File: src/rtl/core/pfla_pkg.sv
// Shared types and codes for the partitioned free-list allocator
`timescale 1ns / 1ps

package pfla_pkg;

   // handle and count widths fixed by the stream fields
   localparam int HANDLE_W = 6;
   localparam int FREE_W   = 7;
   localparam int OP_W     = 2;
   localparam int STATUS_W = 2;
   localparam int TID_W    = 8;

   typedef logic [HANDLE_W-1:0] handle_type;
   typedef logic [FREE_W-1:0]   free_type;
   typedef logic [OP_W-1:0]     op_type;
   typedef logic [STATUS_W-1:0] status_type;
   typedef logic [TID_W-1:0]    tid_type;

   // operation codes
   localparam op_type OP_ACQUIRE     = 2'd0;
   localparam op_type OP_RELEASE     = 2'd1;
   localparam op_type OP_RELEASE_ANY = 2'd2;

   // status codes
   localparam status_type ST_OK        = 2'd0;
   localparam status_type ST_EXHAUSTED = 2'd1;
   localparam status_type ST_FULL      = 2'd2;
   localparam status_type ST_NULL      = 2'd3;

   localparam free_type FREE_MAX = 7'd127;

endpackage

File: src/rtl/core/pfla_stack_mem.sv
// Handle stack storage with a power-up sweep that loads every slot
`timescale 1ns / 1ps

module pfla_stack_mem #(
   parameter int DEPTH = 64,
   parameter int AW    = 6
) (
   input  logic                 clock,
   input  logic                 reset,
   output logic                 busy,
   input  logic                 wr_en,
   input  logic [AW-1:0]        wr_addr,
   input  pfla_pkg::handle_type wr_data,
   input  logic                 rd_en,
   input  logic [AW-1:0]        rd_addr,
   output pfla_pkg::handle_type rd_data
);
   import pfla_pkg::*;

   handle_type mem [DEPTH];

   logic          busy_ff;
   logic [AW-1:0] clr_addr_ff;
   logic [AW-1:0] clr_addr_in;
   logic          busy_in;
   handle_type    rd_data_ff;

   // sweep counter: slot a starts out holding handle a
   always_comb begin
      busy_in     = busy_ff;
      clr_addr_in = clr_addr_ff;
      if (busy_ff) begin
         if (clr_addr_ff == AW'(DEPTH - 1)) begin
            busy_in = 1'b0;
         end else begin
            clr_addr_in = clr_addr_ff + AW'(1);
         end
      end
   end

   always_ff @(posedge clock) begin
      if (reset) begin
         busy_ff     <= 1'b1;
         clr_addr_ff <= '0;
      end else begin
         busy_ff     <= busy_in;
         clr_addr_ff <= clr_addr_in;
      end
   end

   // single write port, sweep has priority
   always_ff @(posedge clock) begin
      if (busy_ff) begin
         mem[clr_addr_ff] <= HANDLE_W'(clr_addr_ff);
      end else if (wr_en) begin
         mem[wr_addr] <= wr_data;
      end
   end

   // registered read port
   always_ff @(posedge clock) begin
      if (rd_en) begin
         rd_data_ff <= mem[rd_addr];
      end
   end

   assign busy    = busy_ff;
   assign rd_data = rd_data_ff;

endmodule

File: src/rtl/core/partitioned_free_list_allocator_core.sv
// Partitioned free-list handle allocator, top level
`timescale 1ns / 1ps

// Hands out and takes back buffer handles kept in NUM_PARTS LIFO stacks of
// PER_PART slots each. One request is accepted per clock cycle while req_tready
// is high; its response passes through the request register, then the stack
// memory read and the response register. Acquire pops from partition
// caller_id mod NUM_PARTS, else from the lowest non-empty other partition;
// release pushes to the caller's partition, release to partition zero
// pushes to partition 0.
// After reset the stack memory is loaded by a sweep over all NUM_PARTS*PER_PART
// slots, one slot per cycle, during which req_tready stays low.
module partitioned_free_list_allocator_core #(
   parameter int NUM_PARTS = 4,
   parameter int PER_PART  = 16
) (
   input  logic        clock,
   input  logic        reset,
   // request channel
   input  logic        req_tvalid,
   output logic        req_tready,
   input  logic [15:0] req_tdata,   // caller_id[7:0], handle[13:8], zero pad
   input  logic [2:0]  req_tuser,   // op[1:0], handle_present[2]
   // response channel
   output logic        rsp_tvalid,
   input  logic        rsp_tready,
   output logic [23:0] rsp_tdata,   // granted_handle[5:0], local_free[12:6],
                                    // total_free[19:13], zero pad
   output logic [1:0]  rsp_tuser    // status[1:0]
);
   import pfla_pkg::*;

   localparam int DEPTH = NUM_PARTS * PER_PART;
   localparam int AW    = (DEPTH > 1) ? $clog2(DEPTH) : 1;
   localparam int PW    = (NUM_PARTS > 1) ? $clog2(NUM_PARTS) : 1;
   localparam int CW    = $clog2(PER_PART + 1);
   localparam int TW    = $clog2(DEPTH + 1);

   // request stage
   logic          s1_valid_ff;
   op_type        s1_op_ff;
   logic [PW-1:0] s1_part_ff;
   handle_type    s1_handle_ff;
   logic          s1_present_ff;
   logic [PW-1:0] req_part;

   // partition state
   logic [CW-1:0] counts_ff [NUM_PARTS];
   logic [CW-1:0] counts_in [NUM_PARTS];
   logic [TW-1:0] total_ff;
   logic [TW-1:0] total_in;

   // response stage
   logic       out_valid_ff;
   status_type out_status_ff;
   free_type   out_local_ff;
   free_type   out_total_ff;
   logic       out_grant_ff;
   status_type status;
   free_type   local_sat;
   free_type   total_sat;

   // control
   logic          advance;
   logic          fire;
   logic          clr_busy;
   logic          do_pop;
   logic          do_push;
   logic [PW-1:0] src;
   logic [PW-1:0] dst;
   logic [AW-1:0] rd_addr;
   logic [AW-1:0] wr_addr;
   handle_type    rd_data;

   // caller id reduced modulo the partition count by conditional subtraction
   always_comb begin
      logic [TID_W-1:0] r;
      r = req_tdata[7:0];
      for (int k = TID_W - 1; k >= 0; k--) begin
         if (int'(r) >= (NUM_PARTS << k)) begin
            r = r - TID_W'(NUM_PARTS << k);
         end
      end
      req_part = PW'(r);
   end

   assign advance    = !out_valid_ff || rsp_tready;
   assign req_tready = !clr_busy && (!s1_valid_ff || advance);
   assign fire       = s1_valid_ff && advance;

   always_ff @(posedge clock) begin
      if (reset) begin
         s1_valid_ff <= 1'b0;
      end else if (req_tready) begin
         s1_valid_ff <= req_tvalid;
      end
   end

   always_ff @(posedge clock) begin
      if (req_tready && req_tvalid) begin
         s1_op_ff      <= req_tuser[1:0];
         s1_part_ff    <= req_part;
         s1_handle_ff  <= req_tdata[13:8];
         s1_present_ff <= req_tuser[2];
      end
   end

   // pop/push decision, steal scan and count update
   always_comb begin
      logic       found;
      logic [PW-1:0] pick;
      found    = 1'b0;
      pick     = '0;
      do_pop   = 1'b0;
      do_push  = 1'b0;
      src      = s1_part_ff;
      dst      = '0;
      status   = ST_OK;
      total_in = total_ff;
      for (int p = 0; p < NUM_PARTS; p++) begin
         if (!found && PW'(p) != s1_part_ff && counts_ff[p] != '0) begin
            found = 1'b1;
            pick  = PW'(p);
         end
      end
      unique case (s1_op_ff) inside
         OP_ACQUIRE: begin
            if (counts_ff[s1_part_ff] != '0) begin
               do_pop = 1'b1;
            end else if (found) begin
               do_pop = 1'b1;
               src    = pick;
            end else begin
               status = ST_EXHAUSTED;
            end
         end
         OP_RELEASE, OP_RELEASE_ANY: begin
            dst = (s1_op_ff == OP_RELEASE) ? s1_part_ff : '0;
            if (!s1_present_ff) begin
               status = ST_NULL;
            end else if (int'(counts_ff[dst]) >= PER_PART) begin
               status = ST_FULL;
            end else begin
               do_push = 1'b1;
            end
         end
         default: begin
            status = ST_NULL;
         end
      endcase
      for (int p = 0; p < NUM_PARTS; p++) begin
         counts_in[p] = counts_ff[p];
         if (fire && do_pop && PW'(p) == src) begin
            counts_in[p] = counts_ff[p] - CW'(1);
         end
         if (fire && do_push && PW'(p) == dst) begin
            counts_in[p] = counts_ff[p] + CW'(1);
         end
      end
      if (fire && do_pop) begin
         total_in = total_ff - TW'(1);
      end else if (fire && do_push) begin
         total_in = total_ff + TW'(1);
      end
   end

   assign rd_addr = AW'(int'(src) * PER_PART + int'(counts_ff[src]) - 1);
   assign wr_addr = AW'(int'(dst) * PER_PART + int'(counts_ff[dst]));

   always_ff @(posedge clock) begin
      if (reset) begin
         for (int p = 0; p < NUM_PARTS; p++) begin
            counts_ff[p] <= CW'(PER_PART);
         end
         total_ff <= TW'(DEPTH);
      end else begin
         counts_ff <= counts_in;
         total_ff  <= total_in;
      end
   end

   // free counts after the step, saturated to the field width
   assign local_sat = (int'(counts_in[s1_part_ff]) > int'(FREE_MAX)) ?
                      FREE_MAX : FREE_W'(counts_in[s1_part_ff]);
   assign total_sat = (int'(total_in) > int'(FREE_MAX)) ? FREE_MAX : FREE_W'(total_in);

   // stack storage
   pfla_stack_mem #(
      .DEPTH (DEPTH),
      .AW    (AW)
   ) u_stack_mem (
      .clock   (clock),
      .reset   (reset),
      .busy    (clr_busy),
      .wr_en   (fire && do_push),
      .wr_addr (wr_addr),
      .wr_data (s1_handle_ff),
      .rd_en   (fire && do_pop),
      .rd_addr (rd_addr),
      .rd_data (rd_data)
   );

   // response register
   always_ff @(posedge clock) begin
      if (reset) begin
         out_valid_ff <= 1'b0;
      end else if (advance) begin
         out_valid_ff <= s1_valid_ff;
      end
   end

   always_ff @(posedge clock) begin
      if (fire) begin
         out_status_ff <= status;
         out_local_ff  <= local_sat;
         out_total_ff  <= total_sat;
         out_grant_ff  <= do_pop;
      end
   end

   assign rsp_tvalid = out_valid_ff;
   assign rsp_tdata  = {4'd0, out_total_ff, out_local_ff,
                        (out_grant_ff ? rd_data : handle_type'(0))};
   assign rsp_tuser  = out_status_ff;

endmodule
File: config.mk
export PLATFORM = sky130hd
export DESIGN_NAME = partitioned_free_list_allocator_core
export DESIGN_NICKNAME = d
export VERILOG_FILES = /design/src/rtl/core/pfla_pkg.sv /design/src/rtl/core/pfla_stack_mem.sv /design/src/rtl/core/partitioned_free_list_allocator_core.sv
export SDC_FILE = /design/constraint.sdc
export NUM_CORES = 1
export LEC_CHECK = 0
export BUFFER_PORTS_ARGS = -buffer_cell sky130_fd_sc_hd__buf_2
export CORE_MARGIN = 4
export CORE_UTILIZATION = 55
export DETAILED_ROUTE_END_ITERATION = 12
export PLACE_DENSITY = 0.8
export SLEW_MARGIN = 0
export SYNTH_ARGS = -nofsm -noshare
export SYNTH_HDL_FRONTEND = slang
export SYNTH_HIERARCHICAL = 1
export SYNTH_SLANG_ARGS = --single-unit
File: constraint.sdc
create_clock -name clock -period 7.1 [get_ports clock]
set_input_delay 0.355 -clock clock [delete_from_list [all_inputs] [get_ports clock]]
set_output_delay 0.355 -clock clock [all_outputs]
set_load 0.005 [all_outputs]
Word level (Yosys, flattened, before mapping)
Memory sizes are Yosys's and may differ from the RTL's. A register that Yosys moved wholly into a read port is not among the register bits.
Index checks and enable logic that the tools add are counted.
{"block": "totals", "ramBits": 384, "reg_bits": 62, "output_inout_bits": 28, "word_cells": 171, "n_memories": 1, "in_bits": 23}
{"block": "classes", "n_reduce_logical": 40, "eq_ne": 12, "magnitude_cmp": 11, "n_addsub": 20, "muxes": 65, "n_bitwise": 5}
{"name": "u_stack_mem.mem", "words": 64, "width": 6, "rd": 1, "rd_clocked_by_memory_dff": 1, "write_ports": 1, "line": "pfla_stack_mem.sv:20", "source": "handle_type mem [DEPTH];"}
{"operator": "5-bit 2-to-1 mux", "n": 18}
{"operator": "5-bit binary-select mux with 2-bit select", "n": 5}
{"operator": "8-bit 2-to-1 mux", "n": 5}
{"operator": "5-bit nonzero test", "n": 5}
{"operator": "1-bit 2-to-1 mux", "n": 21}
{"operator": "5-bit by 1-bit adder with 5-bit output (second input constant)", "n": 4}
{"operator": "1-bit logical AND", "n": 20}
{"operator": "2-bit 2-to-1 mux", "n": 10}
{"operator": "5-bit by 1-bit subtractor with 5-bit output (second input constant)", "n": 4}
{"operator": "6-bit 2-to-1 mux", "n": 3}
{"operator": "7-bit 2-to-1 mux", "n": 2}
{"operator": "6-bit by 5-bit adder with 6-bit output", "n": 2}
{"operator": "3-bit greater-or-equal comparator (second input constant)", "n": 4}
{"operator": "2-bit NOT with 3-bit output", "n": 4}
{"operator": "2-bit == test (first input constant)", "n": 4}
{"operator": "8-bit by 3-bit greater-or-equal comparator with 1-bit output (second input constant)", "n": 1}
{"operator": "8-bit by 4-bit greater-or-equal comparator with 1-bit output (second input constant)", "n": 1}
{"operator": "8-bit by 5-bit greater-or-equal comparator with 1-bit output (second input constant)", "n": 1}
{"operator": "8-bit by 6-bit greater-or-equal comparator with 1-bit output (second input constant)", "n": 1}
{"operator": "8-bit by 7-bit greater-or-equal comparator with 1-bit output (second input constant)", "n": 1}
{"operator": "8-bit greater-or-equal comparator (second input constant)", "n": 1}
{"operator": "8-bit by 4-bit subtractor with 8-bit output (second input constant)", "n": 1}
{"operator": "8-bit by 5-bit subtractor with 8-bit output (second input constant)", "n": 1}
{"operator": "8-bit by 6-bit subtractor with 8-bit output (second input constant)", "n": 1}
{"operator": "23 further kinds", "n": 33}

Longest topological paths before layout
{"block": "logic_depth", "ltp_word": 25, "depth_mapped": 25, "mapped_depth_nobuf": 22}

Hierarchy
Netlist, hierarchy kept.
{"mod": "pfla_stack_mem", "cells_per_inst": 806, "instances": 1, "seq_area_each_um2": 11851.4, "area_per_inst_um2": 15836.4}
{"mod": "partitioned_free_list_allocator_core", "cells_per_inst": 429, "instances": 1, "seq_area_each_um2": 1361.3, "area_per_inst_um2": 3827.4}

Worst setup path after synthesis
Ideal clock, no wire load.
{"block": "synth_path", "kind": "register -> register", "from": "register s1_op_ff[1]", "to": "memory u_stack_mem/mem[0][1] in the netlist's numbering (data pin)", "period_less_slack_ns": 5.166, "path_buffers": 3, "setup_slack_ns": 1.934, "arrival_ns": 4.464, "t_required_ns": 6.398, "setup_time_ns": 0.702, "stages_incl_launch_ff": 12, "path_cell_list": "edfxtp_1 inv_1 ha_1 nand3_1 a21oi_1 or3b_1 buf_2 clkinv_1 nor2b_1 clkbuf_1 clkbuf_1 o21ai_0"}
{"block": "synth_via", "elab_chain_len": 16, "elab_cells_between_ends": 18, "classes_between": "1 x order compare; 2 x eq/ne; 11 x mux; 1 x bitwise; 3 x reduce/logical"}
{"element": "from (decl)", "line": "partitioned_free_list_allocator_core.sv:41", "source": "op_type s1_op_ff;"}
{"element": "from (signal assigned)", "line": "partitioned_free_list_allocator_core.sv:101", "source": "s1_op_ff <= req_tuser[1:0];"}
{"element": "2-bit by 1-bit == test with 1-bit output", "line": "partitioned_free_list_allocator_core.sv:138", "source": "dst = (s1_op_ff == OP_RELEASE) ? s1_part_ff : '0;"}
{"element": "2-bit 2-to-1 mux", "line": "partitioned_free_list_allocator_core.sv:138"}
{"element": "2-bit NOT with 3-bit output (implied by the code)", "line": "partitioned_free_list_allocator_core.sv:141", "source": "end else if (int'(counts_ff[dst]) >= PER_PART) begin"}
{"element": "5-bit binary-select mux with 2-bit select", "line": "partitioned_free_list_allocator_core.sv:141"}
{"element": "5-bit 2-to-1 mux (implied by the code) (2 in a row)", "line": "partitioned_free_list_allocator_core.sv:141"}
{"element": "5-bit greater-or-equal comparator", "line": "partitioned_free_list_allocator_core.sv:141"}
{"element": "1-bit 2-to-1 mux", "line": "partitioned_free_list_allocator_core.sv:141"}
{"element": "1-bit 2-to-1 mux", "line": "partitioned_free_list_allocator_core.sv:139", "source": "if (!s1_present_ff) begin"}
{"element": "1-bit 2-to-1 mux *", "line": "partitioned_free_list_allocator_core.sv:126", "source": "unique case (s1_op_ff) inside"}
{"element": "1-bit logical AND *", "line": "partitioned_free_list_allocator_core.sv:195", "source": ".wr_en (fire && do_push),"}
{"element": "1-bit 2-to-1 mux *", "line": "pfla_stack_mem.sv:55", "source": "end else if (wr_en) begin"}
{"element": "1-bit 2-to-1 mux *", "line": "pfla_stack_mem.sv:53", "source": "if (busy_ff) begin"}
{"element": "1-bit 2-to-1 mux (implied by the code) *", "line": "pfla_stack_mem.sv:56", "source": "mem[wr_addr] <= wr_data;"}
{"element": "6-bit OR reduction (no source line) *"}
{"element": "6-bit 2-to-1 mux (no source line) *"}
{"element": "to (decl)", "line": "pfla_stack_mem.sv:20"}
Mark *: on every way between the ends. The rest lies on a longest branch, timed or not. The select of a mux whose other input is x is not followed.

Final worst setup path
{"block": "layout_path", "from": "register s1_part_ff[0]", "to": "register u_stack_mem.rd_data_ff[5] (netlist: u_stack_mem/rd_data[5]) (read register of u_stack_mem.mem) (data pin)"}
{"block": "layout_via", "elab_chain_len": 24, "elab_cells_between_ends": 39, "classes_between": "2 x add/sub; 3 x eq/ne; 19 x mux; 2 x bitwise; 13 x reduce/logical"}
{"element": "from (decl)", "line": "partitioned_free_list_allocator_core.sv:42", "source": "logic [PW-1:0] s1_part_ff;"}
{"element": "from (signal assigned)", "line": "partitioned_free_list_allocator_core.sv:102", "source": "s1_part_ff <= req_part;"}
{"element": "2-bit nonzero test", "line": "partitioned_free_list_allocator_core.sv:121", "source": "if (!found && PW'(p) != s1_part_ff && counts_ff[p] != '0) begin"}
{"element": "1-bit logical AND", "line": "partitioned_free_list_allocator_core.sv:121"}
{"element": "1-bit 2-to-1 mux", "line": "partitioned_free_list_allocator_core.sv:121"}
{"element": "1-bit logical NOT", "line": "partitioned_free_list_allocator_core.sv:121"}
{"element": "1-bit logical AND (2 in a row)", "line": "partitioned_free_list_allocator_core.sv:121"}
{"element": "1-bit 2-to-1 mux", "line": "partitioned_free_list_allocator_core.sv:121"}
{"element": "1-bit logical NOT", "line": "partitioned_free_list_allocator_core.sv:121"}
{"element": "1-bit logical AND (2 in a row)", "line": "partitioned_free_list_allocator_core.sv:121"}
{"element": "[... 6 more ...]"}
{"element": "2-bit 2-to-1 mux", "line": "partitioned_free_list_allocator_core.sv:128", "source": "if (counts_ff[s1_part_ff] != '0) begin"}
{"element": "2-bit 2-to-1 mux *", "line": "partitioned_free_list_allocator_core.sv:126"}
{"element": "2-bit NOT with 3-bit output (implied by the code)", "line": "partitioned_free_list_allocator_core.sv:167", "source": "assign rd_addr = AW'(int'(src) * PER_PART + int'(counts_ff[src]) - 1);"}
{"element": "5-bit binary-select mux with 2-bit select", "line": "partitioned_free_list_allocator_core.sv:167"}
{"element": "5-bit 2-to-1 mux (implied by the code) (2 in a row)", "line": "partitioned_free_list_allocator_core.sv:167"}
{"element": "6-bit by 5-bit adder with 6-bit output *", "line": "partitioned_free_list_allocator_core.sv:167"}
{"element": "6-bit by 1-bit subtractor with 6-bit output *", "line": "partitioned_free_list_allocator_core.sv:167"}
{"element": "via rd_addr[5]", "line": "partitioned_free_list_allocator_core.sv:71", "source": "logic [AW-1:0] rd_addr;"}
{"element": "to (decl)", "line": "pfla_stack_mem.sv:26", "source": "handle_type rd_data_ff;"}
The timed path passes the listed nets; every way through them passes the cells marked *. The select of a mux whose other input is x is not followed.
A chain may end at the register's enable or synchronous reset.

==> flow_summary.json <==
{
  "drcViolationCount": 0,
  "synth_top_family_by_area": "multiplexers",
  "synth-edff-count": 416,
  "slew_headroom_pct": 15.3,
  "dieWidth_um": 197,
  "synth-xor-area-share_pct": 1.43,
  "dp_slack_ns": 1.62,
  "synth-seq-cells": 452,
  "critPathSlowestCell": "xnor2_1",
  "worst_slew_pin_slew_ns": 1.27,
  "cp.arrival_ns": 6.05,
  "setup_tns_ns": 0,
  "period_minus_slack_ns": 5.63,
  "switching_power_uw": 1030,
  "cts_hold_buf": 11,
  "final_cell_mix": "416 x edfxtp_1, 105 x nor2_1, 85 x mux4_2",
  "grt_use_met1_pct": 32.7,
  "synth.distinct_cells": 79,
  "final_core_util_pct": 61.8,
  "final_common_cell": "edfxtp_1",
  "max_stage_delay_ns": 0.67,
  "power_uw": 5080,
  "cts_sinks": 452,
  "final-setup-viol-count": 0,
  "muxShareOfSynthArea_pct": 12.8,
  "row_count": 68,
  "fin_area_sq_mm": 0.0216,
  "clk_latency_ns": 0.56,
  "seqPwrFrac_pct": 57.4,
  "yosys_warnings": 6,
  "endpoint_kind": "flop",
  "place_hpwl_um": 27100,
  "grt_most_used_layer": "met2",
  "antenna_found_initial": 0,
  "grt_pass1_wl_um": 68700,
  "clock_skew_ns": 0.0303,
  "viasPerCell": 6.48,
  "r2r_slack_ns": 1.47,
  "crit_path_max_fanout": 19,
  "synth-compound-area-share_pct": 5.59,
  "dr.pass1.iters": 6,
  "setup_slack_ns": 1.47,
  "min_path_type": "input port to flop",
  "first_global_vias": 11395,
  "htreeDepth": 2,
  "synth_flop_cell": "edfxtp_1",
  "outcome": "finished clean",
  "cts_buffers": 43,
  "fmax_mhz": 178,
  "areaGrowthSynthToFinish_pct": 9.68,
  "dr_total_vias": 11419,
  "synthCells": 1235,
  "grtUsageMet3_pct": 3.60,
  "grt_usage_pct": 23.0,
  "yosys.area_share.simple_pct": 8.59,
  "fill_cells": 2442,
  "slew_viol_final": 0,
  "clk_path_buf_depth": 3,
  "start_kind": "flop",
  "p_per_area_mw_per_mm2": 235,
  "routabilityCongestion": 0.944,
  "cts_tree": "done",
  "drive_above_1_share_pct": 18.2,
  "fp.dieArea_sq_mm": 0.0388,
  "maxCapViolCount": 0,
  "crit_family": "compound AO/OA/AOI/OAI gates",
  "cp_cell_sequence": "buf_4 -> or4_4 -> nand3_2 -> a41oi_4 -> nor2_1 -> mux2i_1 -> ha_4 -> inv_1 -> fa_1 -> inv_1 -> a21o_1 -> a21oi_1 -> xnor2_1 -> xnor2_1 -> o221ai_1 -> a211oi_1 -> a31o_1",
  "async_flop_share_pct": 0,
  "postCtsSetupBuffers": 0,
  "fin_nets": 1326,
  "comb_power_share_pct": 1.6,
  "ir_drop_mv": 0.181,
  "cts_root_buf": "clkbuf_16",
  "p_clk_share_pct": 41.0,
  "drt_iter0_drc": 1496,
  "cts.clk_slew.worst_paths_ns": 0.06,
  "placed_area_sq_mm": 0.0202,
  "initial_utilization_pct": 56.4,
  "syn_area_sq_mm": 0.0197,
  "synthAdderAreaFrac_pct": 1.57,
  "antenna_cells": 0,
  "leakagePower_uw": 0.00734,
  "finalHoldViolations": 0,
  "coreArea_sq_mm": 0.0349,
  "grt_max_degree": 65,
  "drt_wl_total_um": 44200,
  "period_share_pct": 79.3,
  "p_int_uw": 4050,
  "syn_avg_cell_area_sq_um": 15.9,
  "pin_count": 51,
  "rsz0062_at_grt": "false",
  "grt_overflow": 0,
  "ys_seq_area_share_pct": 67.2,
  "cts_resized": 0,
  "swShare_pct": 20.3,
  "port-buffer-count": 36,
  "die_h_um": 197,
  "crit_buf_inv": 3,
  "grt_util_met2_pct": 37.0,
  "critPathRequiredTime_ns": 7.52,
  "wl_per_cell_um": 25.1,
  "path_class": "flop to flop",
  "postRouteAntennaNets": 0
}
[worst paths after layout]
| path | startpoint | endpoint | depth (start not counted) |
|---|---|---|---|
| hold reg to reg | u_stack_mem/clr_addr_ff[1] | u_stack_mem/clr_addr_ff[1] | 2 |
| setup / recovery | s1_part_ff[0] | u_stack_mem/rd_data[5] | 17 |
| hold / removal | req_tvalid | s1_valid_ff | 3 |
| setup reg to reg | s1_part_ff[0] | u_stack_mem/rd_data[5] | 17 |
[metrics by stage]
stage	instances	hold slack (ns)
floorplan	1240	0.424
global placement	1678	0.501
detailed placement	1678	0.508
CTS	1763	0.0942
global route	1763	0.107
finish	1763	0.111
[synth_stat cells (14+ instances only)]
cell type / instances / share of area, %
edfxtp_1: 416 / 64
nor2_1: 105 / 2.0
mux4_2: 85 / 9.7
nand2_1: 76 / 1.5
dfxtp_1: 36 / 3.7
nor2b_1: 36 / 1.1
inv_1: 30 / 0.57
o21ai_0: 26 / 0.66
a21oi_1: 25 / 0.64
clkbuf_1: 24 / 0.46
ha_1: 23 / 1.5
nand3_1: 23 / 0.59
mux2i_1: 21 / 1.1
xnor2_1: 20 / 0.89
nand4_1: 17 / 0.54
o22ai_1: 17 / 0.54
buf_2: 16 / 0.41
buf_4: 14 / 0.53
mux2_2: 14 / 0.80
[logic make-up (layout without fill, tap and decap cells)]
kind of cell | count (synthesis) | count (layout)
adder cells (fa/ha/maj) | 24 | 24
XOR/XNOR | 32 | 32
flip-flops | 452 | 452
buffers and inverters | 100 | 168
other | 1 | 6
AND/OR/NAND/NOR | 339 | 339
AO/OA/AOI/OAI | 158 | 158
multiplexers | 129 | 129
[worst reg2reg max path: stages (launching register included)]
cell and delay (ns):
edfxtp_1 0.60, buf_4 0.31, or4_4 0.56, nand3_2 0.16, a41oi_4 0.15, nor2_1 0.50, mux2i_1 0.53, ha_4 0.21
inv_1 0.05, fa_1 0.41, inv_1 0.08, a21o_1 0.10, a21oi_1 0.07, xnor2_1 0.14, xnor2_1 0.67, o221ai_1 0.33
a211oi_1 0.45, a31o_1 0.16
[area by class of cell]
| class | instances | area [sq um] | share of cell area, % |
|---|---|---|---|
| Tap cell | 455 | 569 | 2.64 |
| Clock buffer | 49 | 1100 | 5.09 |
| Clock inverter | 25 | 150 | 0.696 |
| Timing Repair Buffer | 62 | 428 | 1.98 |
| Multi-Input combinational cell | 688 | 5990 | 27.8 |
| Sequential cell | 452 | 13200 | 61.3 |
| Inverter | 32 | 123 | 0.569 |
[power groups by stage]
stage | clock (uW) | combinational (uW) | sequential (uW)
after floorplan | 0 | 41.2 | 2970
after global placement | 0 | 71.1 | 2970
after detailed placement | 0 | 75.9 | 2970
after CTS | 2110 | 81.1 | 2920
after global routing | 2220 | 88.1 | 2910
final | 2080 | 81.6 | 2920
[layer usage]
layer  routed length [um]  up-vias  share of wire [%]
met3                 3840      103                8.7
met2                21800      663                 49
met1                17200     5749                 39
met5                    0        -                  0
li1                     -     4904                  -
met4                 1410        0                3.2
[flip-flops by register name (all words and copies together), names as in the netlist]
register,cells
s1_present_ff,1
out_grant_ff,1
u_stack_mem/busy,1
u_stack_mem/clr_addr_ff,6
out_local_ff,5
counts_ff,20
rsp_tuser,2
u_stack_mem/rd_data,6
s1_part_ff,2
out_total_ff,7
s1_valid_ff,1
u_stack_mem/mem,384
total_ff,7
s1_handle_ff,6
rsp_tvalid,1
s1_op_ff,2
(Power assumes the default switching activity.)
